===== config.mk =====
export PLATFORM = sky130hd
export DESIGN_NAME = motor_position_pid_pwm_core
export DESIGN_NICKNAME = d
export VERILOG_FILES = /design/src/rtl/mppid_pkg.sv /design/src/rtl/motor_position_pid_pwm_core.sv /design/src/rtl/mppid_div.sv
export SDC_FILE = /design/constraint.sdc
export NUM_CORES = 2
export LEC_CHECK = 0
export ABC_CLOCK_PERIOD_IN_PS = 11000
export BUFFER_PORTS_ARGS = -buffer_cell sky130_fd_sc_hd__buf_2
export CAP_MARGIN = 20
export CORE_MARGIN = 5
export CORE_UTILIZATION = 66
export DETAILED_ROUTE_END_ITERATION = 8
export GPL_TIMING_DRIVEN = 0
export PLACE_DENSITY = 0.83
export RECOVER_POWER = 50
export REMOVE_ABC_BUFFERS = 1
export SLEW_MARGIN = 15
export SYNTH_ARGS = -nofsm -noshare
export SYNTH_HDL_FRONTEND = slang
export SYNTH_HIERARCHICAL = 1
export SYNTH_SLANG_ARGS = --single-unit
export TNS_END_PERCENT = 30

===== constraint.sdc =====
create_clock -name clk -period 11 [get_ports clk]
set_input_delay 0 -clock clk [delete_from_list [all_inputs] [get_ports clk]]
set_output_delay 0 -clock clk [all_outputs]
set_load 0.05 [all_outputs]

===== src/rtl/mppid_pkg.sv =====
// ----------------------------------------------------------------------------
// mppid_pkg: shared types and constants for the motor position PID core
// Microcode word layout, the control program, register indexes and the
// fixed arithmetic constants of the controller.
// ----------------------------------------------------------------------------
`default_nettype none

package mppid_pkg;

  // configuration register indexes
  localparam int CFG_IDX_W = 3;
  localparam logic [CFG_IDX_W-1:0] REG_GAIN_P       = 3'd0;
  localparam logic [CFG_IDX_W-1:0] REG_GAIN_I       = 3'd1;
  localparam logic [CFG_IDX_W-1:0] REG_GAIN_D       = 3'd2;
  localparam logic [CFG_IDX_W-1:0] REG_WINDUP_LIMIT = 3'd3;
  localparam logic [CFG_IDX_W-1:0] REG_DEAD_BAND    = 3'd4;
  localparam logic [CFG_IDX_W-1:0] REG_MAX_SPEED    = 3'd5;

  localparam logic [15:0] WINDUP_RESET = 16'hFFFF;
  localparam logic [6:0]  SPEED_RESET  = 7'd100;

  // arithmetic constants
  localparam int DIVISOR   = 100;
  localparam int REM_W     = 7;
  localparam int DIV_W     = 56;
  localparam int DIV_BYTES = DIV_W / 8;
  localparam int CNT_W     = 3;
  localparam int OUT_SCALE = 1000;
  localparam int MAG_MAX   = 65535;
  localparam int SAT_LIMIT = MAG_MAX / OUT_SCALE + 1;

  // operations
  localparam logic [2:0] OP_NOP   = 3'd0;
  localparam logic [2:0] OP_ERR   = 3'd1;
  localparam logic [2:0] OP_SUM   = 3'd2;
  localparam logic [2:0] OP_MUL   = 3'd3;
  localparam logic [2:0] OP_DIV   = 3'd4;
  localparam logic [2:0] OP_ACC   = 3'd5;
  localparam logic [2:0] OP_SCALE = 3'd6;
  localparam logic [2:0] OP_OUT   = 3'd7;
  // the percent multiply shares the OP_MUL code with its own operand select

  // operand selects for OP_MUL
  localparam logic [1:0] SEL_P   = 2'd0;
  localparam logic [1:0] SEL_I   = 2'd1;
  localparam logic [1:0] SEL_D   = 2'd2;
  localparam logic [1:0] SEL_PCT = 2'd3;

  // jump conditions
  localparam logic [1:0] JC_NEXT = 2'd0;
  localparam logic [1:0] JC_LOOP = 2'd1;
  localparam logic [1:0] JC_END  = 2'd2;

  localparam int STEP_W = 4;
  localparam logic [STEP_W-1:0] PROG_LAST = 4'd14;

  typedef struct packed {
    logic [2:0]        op;
    logic [1:0]        sel;
    logic [1:0]        jc;
    logic [STEP_W-1:0] tgt;
  } ucode_t;

  typedef struct packed {
    logic load;
    logic step;
  } div_ctl_t;

  function automatic ucode_t ucode_rom(input logic [STEP_W-1:0] step);
    ucode_t w;
    w = '{op: OP_NOP, sel: SEL_P, jc: JC_END, tgt: 4'd0};
    case (step)
      4'd0:  w = '{op: OP_ERR,   sel: SEL_P,   jc: JC_NEXT, tgt: 4'd0};
      4'd1:  w = '{op: OP_SUM,   sel: SEL_P,   jc: JC_NEXT, tgt: 4'd0};
      4'd2:  w = '{op: OP_MUL,   sel: SEL_P,   jc: JC_NEXT, tgt: 4'd0};
      4'd3:  w = '{op: OP_DIV,   sel: SEL_P,   jc: JC_LOOP, tgt: 4'd3};
      4'd4:  w = '{op: OP_ACC,   sel: SEL_P,   jc: JC_NEXT, tgt: 4'd0};
      4'd5:  w = '{op: OP_MUL,   sel: SEL_I,   jc: JC_NEXT, tgt: 4'd0};
      4'd6:  w = '{op: OP_DIV,   sel: SEL_I,   jc: JC_LOOP, tgt: 4'd6};
      4'd7:  w = '{op: OP_ACC,   sel: SEL_I,   jc: JC_NEXT, tgt: 4'd0};
      4'd8:  w = '{op: OP_MUL,   sel: SEL_D,   jc: JC_NEXT, tgt: 4'd0};
      4'd9:  w = '{op: OP_DIV,   sel: SEL_D,   jc: JC_LOOP, tgt: 4'd9};
      4'd10: w = '{op: OP_ACC,   sel: SEL_D,   jc: JC_NEXT, tgt: 4'd0};
      4'd11: w = '{op: OP_SCALE, sel: SEL_P,   jc: JC_NEXT, tgt: 4'd0};
      4'd12: w = '{op: OP_MUL,   sel: SEL_PCT, jc: JC_NEXT, tgt: 4'd0};
      4'd13: w = '{op: OP_DIV,   sel: SEL_PCT, jc: JC_LOOP, tgt: 4'd13};
      4'd14: w = '{op: OP_OUT,   sel: SEL_P,   jc: JC_END,  tgt: 4'd0};
      default: w = '{op: OP_NOP, sel: SEL_P,   jc: JC_END,  tgt: 4'd0};
    endcase
    return w;
  endfunction

endpackage

`default_nettype wire


===== src/rtl/motor_position_pid_pwm_core.sv =====
// ----------------------------------------------------------------------------
// motor_position_pid_pwm_core: position PID with anti-windup and PWM output
// Microcoded controller for MOTOR_COUNT motors sharing one gain set.
// ----------------------------------------------------------------------------
// A control step runs a 15-step microprogram from the input transfer to the
// result landing in the output register: error, dead band and windup
// clamp, then for each of the P, I and D terms one multiply on the shared
// 34x16 multiplier, a pass through the byte-serial divide-by-100 unit and
// one accumulate, then output scaling, the speed-percent multiply with
// another divide, and the output load. A restart request yields no result.
// The block takes the next input the cycle after the result is registered,
// while that result still waits for its output transfer. No clearing pass
// after reset.
`default_nettype none

module motor_position_pid_pwm_core #(
  parameter int MOTOR_COUNT = 2
) (
  input  logic        clk,
  input  logic        rst,
  input  logic        in_valid,
  output logic        in_stall,
  input  logic        req_type,
  input  logic        side,
  input  logic signed [31:0] current_pos,
  input  logic signed [31:0] target_pos,
  output logic        out_valid,
  input  logic        out_stall,
  output logic        motor_side,
  output logic [15:0] pwm_level,
  output logic        backward,
  input  logic        cfg_valid,
  output logic        cfg_ready,
  input  logic [mppid_pkg::CFG_IDX_W-1:0] cfg_index,
  input  logic [15:0] cfg_data
);
  import mppid_pkg::*;

  localparam int IDX_W = (MOTOR_COUNT > 1) ? $clog2(MOTOR_COUNT) : 1;

  // configuration
  logic [15:0] gain_p, gain_i, gain_d, windup_limit;
  logic [7:0]  dead_band;
  logic [6:0]  max_speed_pct;

  assign cfg_ready = 1'b1;

  always_ff @(posedge clk) begin
    if (rst) begin
      gain_p        <= '0;
      gain_i        <= '0;
      gain_d        <= '0;
      windup_limit  <= WINDUP_RESET;
      dead_band     <= '0;
      max_speed_pct <= SPEED_RESET;
    end else if (cfg_valid && cfg_ready) begin
      case (cfg_index)
        REG_GAIN_P:       gain_p        <= cfg_data;
        REG_GAIN_I:       gain_i        <= cfg_data;
        REG_GAIN_D:       gain_d        <= cfg_data;
        REG_WINDUP_LIMIT: windup_limit  <= cfg_data;
        REG_DEAD_BAND:    dead_band     <= cfg_data[7:0];
        REG_MAX_SPEED:    max_speed_pct <= cfg_data[6:0];
        default: ;
      endcase
    end
  end

  // sequencer
  logic              busy;
  logic [STEP_W-1:0] step;
  ucode_t            cw;
  logic              advance;
  logic              in_xfer;
  logic              div_last;

  assign cw       = ucode_rom(step);
  assign in_stall = busy;
  assign in_xfer  = in_valid && !in_stall;
  // hold the output step while the previous result is still stalled
  assign advance  = !(cw.op == OP_OUT && out_valid && out_stall);

  always_ff @(posedge clk) begin
    if (rst) begin
      busy <= 1'b0;
      step <= '0;
    end else if (!busy) begin
      if (in_xfer && !req_type) begin
        busy <= 1'b1;
        step <= '0;
      end
    end else if (advance) begin
      case (cw.jc)
        JC_NEXT: step <= step + 1'b1;
        JC_LOOP: step <= div_last ? step + 1'b1 : cw.tgt;
        JC_END:  busy <= 1'b0;
        default: busy <= 1'b0;
      endcase
    end
  end

  // captured request
  logic signed [31:0] cur_q, tgt_q;
  logic               side_q;
  logic [IDX_W-1:0]   idx_q;
  logic [IDX_W-1:0]   in_idx;

  always_comb begin
    if ({31'b0, side} < 32'(MOTOR_COUNT)) begin
      in_idx = IDX_W'(side);
    end else begin
      in_idx = IDX_W'(MOTOR_COUNT - 1);
    end
  end

  always_ff @(posedge clk) begin
    if (in_xfer) begin
      cur_q  <= current_pos;
      tgt_q  <= target_pos;
      side_q <= side;
      idx_q  <= in_idx;
    end
  end

  // per-motor state
  logic signed [16:0] esum [MOTOR_COUNT];
  logic signed [32:0] prev [MOTOR_COUNT];
  logic signed [16:0] esum_rd;
  logic signed [32:0] prev_rd;

  assign esum_rd = esum[idx_q];
  assign prev_rd = prev[idx_q];

  // datapath
  logic signed [32:0] err_r;
  logic signed [16:0] sum_r;
  logic signed [33:0] diff_r;
  logic               term_neg;
  logic signed [47:0] acc;
  logic [15:0]        mag16;
  logic               back_r;

  logic signed [32:0] err_raw, err_dz;
  logic [32:0]        err_mag;
  logic signed [33:0] sum_raw, w_pos, w_neg, sum_cl, diff_next;
  logic signed [33:0] src;
  logic [33:0]        src_mag;
  logic [47:0]        acc_mag;
  logic [33:0]        mul_a;
  logic [15:0]        mul_b, gain_sel;
  logic [49:0]        prod;
  logic [DIV_W-1:0]   quot;
  logic [15:0]        mag_fin;
  div_ctl_t           div_ctl;

  always_comb begin
    err_raw = {tgt_q[31], tgt_q} - {cur_q[31], cur_q};
    err_mag = err_raw[32] ? 33'(-err_raw) : 33'(err_raw);
    err_dz  = (err_mag < {25'b0, dead_band}) ? '0 : err_raw;

    sum_raw = {{17{esum_rd[16]}}, esum_rd} + {err_r[32], err_r};
    w_pos   = {18'b0, windup_limit};
    w_neg   = -w_pos;
    // the windup limit never exceeds 65535, so it also covers the fixed clamp
    if (sum_raw > w_pos) begin
      sum_cl = w_pos;
    end else if (sum_raw < w_neg) begin
      sum_cl = w_neg;
    end else begin
      sum_cl = sum_raw;
    end
    diff_next = {err_r[32], err_r} - {prev_rd[32], prev_rd};

    case (cw.sel)
      SEL_P:   begin src = {err_r[32], err_r};            gain_sel = gain_p; end
      SEL_I:   begin src = {{17{sum_r[16]}}, sum_r};      gain_sel = gain_i; end
      SEL_D:   begin src = diff_r;                        gain_sel = gain_d; end
      default: begin src = '0;                            gain_sel = '0;     end
    endcase
    src_mag = src[33] ? 34'(-src) : 34'(src);
    acc_mag = acc[47] ? 48'(-acc) : 48'(acc);

    if (cw.op == OP_SCALE) begin
      mul_a = acc_mag[33:0];
      mul_b = 16'(OUT_SCALE);
    end else if (cw.sel == SEL_PCT) begin
      mul_a = {18'b0, mag16};
      mul_b = {9'b0, max_speed_pct};
    end else begin
      mul_a = src_mag;
      mul_b = gain_sel;
    end
    prod = 50'(mul_a) * 50'(mul_b);

    mag_fin = (|quot[DIV_W-1:16]) ? 16'(MAG_MAX) : quot[15:0];

    div_ctl.load = busy && (cw.op == OP_MUL);
    div_ctl.step = busy && (cw.op == OP_DIV);
  end

  mppid_div u_div (
    .clk      (clk),
    .rst      (rst),
    .ctl      (div_ctl),
    .load_val ({{(DIV_W-50){1'b0}}, prod}),
    .quot     (quot),
    .last     (div_last)
  );

  always_ff @(posedge clk) begin
    if (busy) begin
      case (cw.op)
        OP_ERR: err_r <= err_dz;
        OP_SUM: begin
          sum_r  <= 17'(sum_cl);
          diff_r <= diff_next;
          acc    <= '0;
        end
        OP_MUL: term_neg <= src[33];
        OP_ACC: acc <= term_neg ? acc - $signed(quot[47:0]) : acc + $signed(quot[47:0]);
        OP_SCALE: begin
          back_r <= acc[47];
          mag16  <= (acc_mag >= 48'(SAT_LIMIT)) ? 16'(MAG_MAX) : prod[15:0];
        end
        default: ;
      endcase
    end
  end

  always_ff @(posedge clk) begin
    if (rst) begin
      for (int k = 0; k < MOTOR_COUNT; k++) begin
        esum[k] <= '0;
        prev[k] <= '0;
      end
    end else if (!busy && in_xfer && req_type) begin
      for (int k = 0; k < MOTOR_COUNT; k++) begin
        esum[k] <= '0;
        prev[k] <= '0;
      end
    end else if (busy && cw.op == OP_SUM) begin
      esum[idx_q] <= 17'(sum_cl);
      prev[idx_q] <= err_r;
    end
  end

  // output register
  logic out_load;
  assign out_load = busy && cw.op == OP_OUT && advance;

  always_ff @(posedge clk) begin
    if (rst) begin
      out_valid <= 1'b0;
    end else if (out_load) begin
      out_valid <= 1'b1;
    end else if (!out_stall) begin
      out_valid <= 1'b0;
    end
  end

  always_ff @(posedge clk) begin
    if (out_load) begin
      motor_side <= side_q;
      pwm_level  <= 16'(MAG_MAX) - mag_fin;
      backward   <= back_r;
    end
  end

  // checks
  a_step_starts: assert property (@(posedge clk) disable iff (rst)
    (in_xfer && !req_type) |=> busy)
    else $error("control step transfer did not start the sequencer");

  a_out_from_seq: assert property (@(posedge clk) disable iff (rst)
    $rose(out_valid) |-> $past(busy && cw.op == OP_OUT))
    else $error("result appeared without an output step");

  a_restart_clears: assert property (@(posedge clk) disable iff (rst)
    (in_xfer && req_type) |=> (esum[0] == '0 && prev[0] == '0))
    else $error("restart left motor state nonzero");

  a_step_range: assert property (@(posedge clk) disable iff (rst)
    busy |-> (step <= PROG_LAST))
    else $error("step counter ran past the program");

  a_div_done: assert property (@(posedge clk) disable iff (rst)
    (busy && cw.op == OP_ACC) |-> $past(div_last))
    else $error("accumulate before the divide finished");

endmodule

`default_nettype wire


===== src/rtl/mppid_div.sv =====
// ----------------------------------------------------------------------------
// mppid_div: byte-serial unsigned divide by 100
// Restoring division, eight quotient bits per cycle while step is asserted. The work register
// shifts the dividend out at the top and the quotient in at the bottom.
// ----------------------------------------------------------------------------
`default_nettype none

module mppid_div (
  input  logic                    clk,
  input  logic                    rst,
  input  mppid_pkg::div_ctl_t     ctl,
  input  logic [mppid_pkg::DIV_W-1:0] load_val,
  output logic [mppid_pkg::DIV_W-1:0] quot,
  output logic                    last
);
  import mppid_pkg::*;

  logic [DIV_W-1:0] work;
  logic [REM_W-1:0] rem;
  logic [CNT_W-1:0] cnt;

  logic [7:0]       top_byte;
  logic [7:0]       qbyte;
  logic [REM_W-1:0] rem_next;
  logic [REM_W:0]   trial;

  always_comb begin
    top_byte = work[DIV_W-1 -: 8];
    rem_next = rem;
    qbyte    = '0;
    trial    = '0;
    for (int i = 7; i >= 0; i--) begin
      trial = {rem_next, top_byte[i]};
      if (trial >= (REM_W+1)'(DIVISOR)) begin
        qbyte[i] = 1'b1;
        rem_next = REM_W'(trial - (REM_W+1)'(DIVISOR));
      end else begin
        rem_next = trial[REM_W-1:0];
      end
    end
  end

  always_ff @(posedge clk) begin
    if (ctl.load) begin
      work <= load_val;
      rem  <= '0;
    end else if (ctl.step) begin
      work <= {work[DIV_W-9:0], qbyte};
      rem  <= rem_next;
    end
  end

  always_ff @(posedge clk) begin
    if (rst) begin
      cnt <= '0;
    end else if (ctl.load) begin
      cnt <= '0;
    end else if (ctl.step) begin
      cnt <= cnt + 1'b1;
    end
  end

  assign quot = work;
  assign last = (cnt == CNT_W'(DIV_BYTES - 1));

endmodule

`default_nettype wire

==> metrics.cfg <==
[finish]
nets = 6816
seqCellArea_mm2 = 0.01383
finish.utilization = 0.7294
multiInputGateArea_mm2 = 0.03580
finalInstanceArea_mm2 = 0.05762
syn_to_final_growth_pct = 9.695
drive_gt1_frac = 0.08578
fillerInstances = 5469

[die]
start_util = 0.6649
die_area_mm2 = 0.08533
rows = 103
die_h_um = 292.1
fp.dieW_um = 292.1
core_mm2 = 0.07900
io_pins = 111

[cts]
h-tree-depth = 2
root_buffer = clkbuf_16
cts.path.max_buffers = 3
cts_buffers = 53
cts.clk_slew.worst_paths_ps = 60
cts_tree = built
insertion_delay_ps = 660
clock-sinks = 496

[route]
drc = 0
ant_nets = 0
wl_per_cell_um = 22.36
first_iter_violations = 5163
routed_wl_mm = 157.0
drt_pass1_iterations = 8
avgViaCountPerCell = 6.487
via_count = 45539

[yosys]
synth_ff_type = edfxtp_1
synth_top_cell_by_area = edfxtp_1
synth_edf_count = 389
netlist_area_mm2 = 0.05253
ys_ff_latch = 496
postSynthAreaPerCell_um2 = 9.005
ys_types = 122
yosysMostFrequentCell = nand2_1
synth_common_cells = 714 x nand2_1, 644 x inv_1, 493 x nor2_1
ys_seq_area_frac = 0.2632
ys_warn_count = 6
synth_cells = 5833
async_flop_share = 0
synth_top_area_frac = 0.2224
netlist_top_cells_area = edfxtp_1 22%, fa_1 17%, ha_1 8.3%

[sta]
slew-limit-headroom = -1.070
setup-tns-final_ps = 0
layout_setup_ws_ps = 239.2
fmax_ghz = 0.09293
fin_hold_ws_ps = 65.44
tightest_slew_ps = 3105
finalClockSkew_ps = 66.76
slew_viol_final = 170
hold_viol_final = 0
period_needed_ps = 10760
post-route-period-util = 0.9783
rsz0062_at_grt = no
setup_viol = 0

[placement]
gp_congestion = 0.9980
dpl-instance-area_mm2 = 0.05464
place_ws_ps = -1187
hpwl_mm = 113.9
port_buffers = 109

[power_and_ir_drop]
powerDensity_mw_per_mm2 = 157.8
leakage_nw = 24.71
ir_worst_vdd_v = 0.0004747

[grt]
grt_max_degree = 73
grt_pass1_vias = 45200
grt_use_total = 0.3574
grt_pass1_wl_mm = 246.0
antenna_found_initial = 2
grt_overflow_total = 0

[setup_path]
critPathKind = flip-flop to flip-flop
crit_top_cell = fa_1
cp_max_fo = 6
start_kind = flip-flop
critPathRequiredTime_ps = 11380
setup.worst_path.end_class = flip-flop
regToRegSetupSlack_ps = 240
crit_slowest_cell = xor2_1
crit_arrival_ps = 11140
slowest_delay_ps = 680

[min_path]
hold_path.class = input port to flip-flop

[job]
cap_violations = 5

[status]
violations = max-capacitance violations, max-slew violations
status = finished, violations left

[power breakdown]
part	internal [mW]	total, mW	switching (mW)
registers	2.16	2.24	0.0804
logic	2.03	4.96	2.93
clock network	1.09	1.89	0.805
[registers in the layout, indices dropped and copies added (netlist names), 7 cells and up, named ones only]
name,count
prev,66
u_div/quot,56
acc,48
diff_r,34
esum,34
err_r,33
cur_q,32
tgt_q,32
sum_r,17
gain_d,16
gain_i,16
gain_p,16
mag16,16
pwm_level,16
windup_limit,16
cw,11
dead_band,8
max_speed_pct,7
u_div/rem,7
[final timing paths]
path / from / to / cells past startpoint
max: acc[3]$_SDFFCE_PP0P_ / u_div/quot[49]$_DFFE_PP_ / 31
min: target_pos[6] / tgt_q[6]$_DFFE_PP_ / 2
max reg2reg: acc[3]$_SDFFCE_PP0P_ / u_div/quot[49]$_DFFE_PP_ / 31
min reg2reg: gain_i[12]$_SDFFE_PP0P_ / gain_i[12]$_SDFFE_PP0P_ / 2
[cell type report]
type | instances | share of cell area
inverter | 647 | 0.04228
tap | 1050 | 0.02280
sequential | 496 | 0.2401
clock inverter | 28 | 0.006753
timing repair buffer | 283 | 0.04206
multi-input combinational | 4447 | 0.6213
clock buffer | 68 | 0.02471
antenna | 1 | 0.00004343
[cells in the final DEF (no fill, tap or decap), drive strengths merged, types with 48 or more instances in the layout]
master,instances
ha,348
xnor2,198
dlygate4sd3,92
inv,645
o21ai,231
buf,138
nand3,76
and3,95
dfxtp,107
a21o,124
o21a,48
nor2,503
a21oi,362
nand2b,68
nand2,715
nor3,104
fa,450
edfxtp,389
mux2,100
and2,119
mux2i,107
clkbuf,121
xor2,100
nor2b,81
[per-stage QoR]
step	total power [mW]	instances
floorplan	5.805	5590
global placement	6.653	6749
detailed placement	6.781	6810
CTS	8.730	7005
global route	9.546	7019
finish	9.090	7020
[layer usage]
layer | track usage | wire (um) | vias up
li1 | - | - | 20131
met1 | 0.4727 | 59040 | 21933
met2 | 0.5636 | 70470 | 2834
met3 | 0.06419 | 16650 | 639
met4 | 0.1949 | 10810 | 2
met5 | 0 | 13 | -
[kinds of logic after synthesis]
| logic type | Yosys count | share of synthesized area |
|---|---|---|
| fa+ha+maj | 798 | 0.2544 |
| mux | 212 | 0.04471 |
| compound gates | 1131 | 0.1403 |
| xor+xnor | 298 | 0.04998 |
| flops | 496 | 0.2632 |
| simple gates | 2001 | 0.1820 |
| other cells | 2 | 0.0001430 |
| buf+inv | 895 | 0.06522 |
[worst max-delay path, delay by kind of cell, from the launching register on]
| kind | cells | cell delay [ps] |
|---|---|---|
| xor gates and xnor gates | 2 | 880 |
| muxes | 1 | 370 |
| buffers and inverters | 4 | 230 |
| adders and majority gates | 7 | 3420 |
| DFF | 1 | 490 |
| AOI/OAI and AO/OA | 10 | 2630 |
| and+or+nand+nor | 7 | 2470 |
[timing repair]
action / CTS / global route
pin swaps: 2 / 4
gates resized for setup: 28 / 36
hold endpoints to repair: 209 / 0
hold buffers: 92 / 0
buffers inserted: 7 / 13
setup endpoints to repair: 24 / 15
No activity file was read; power rests on OpenSTA's default activity.
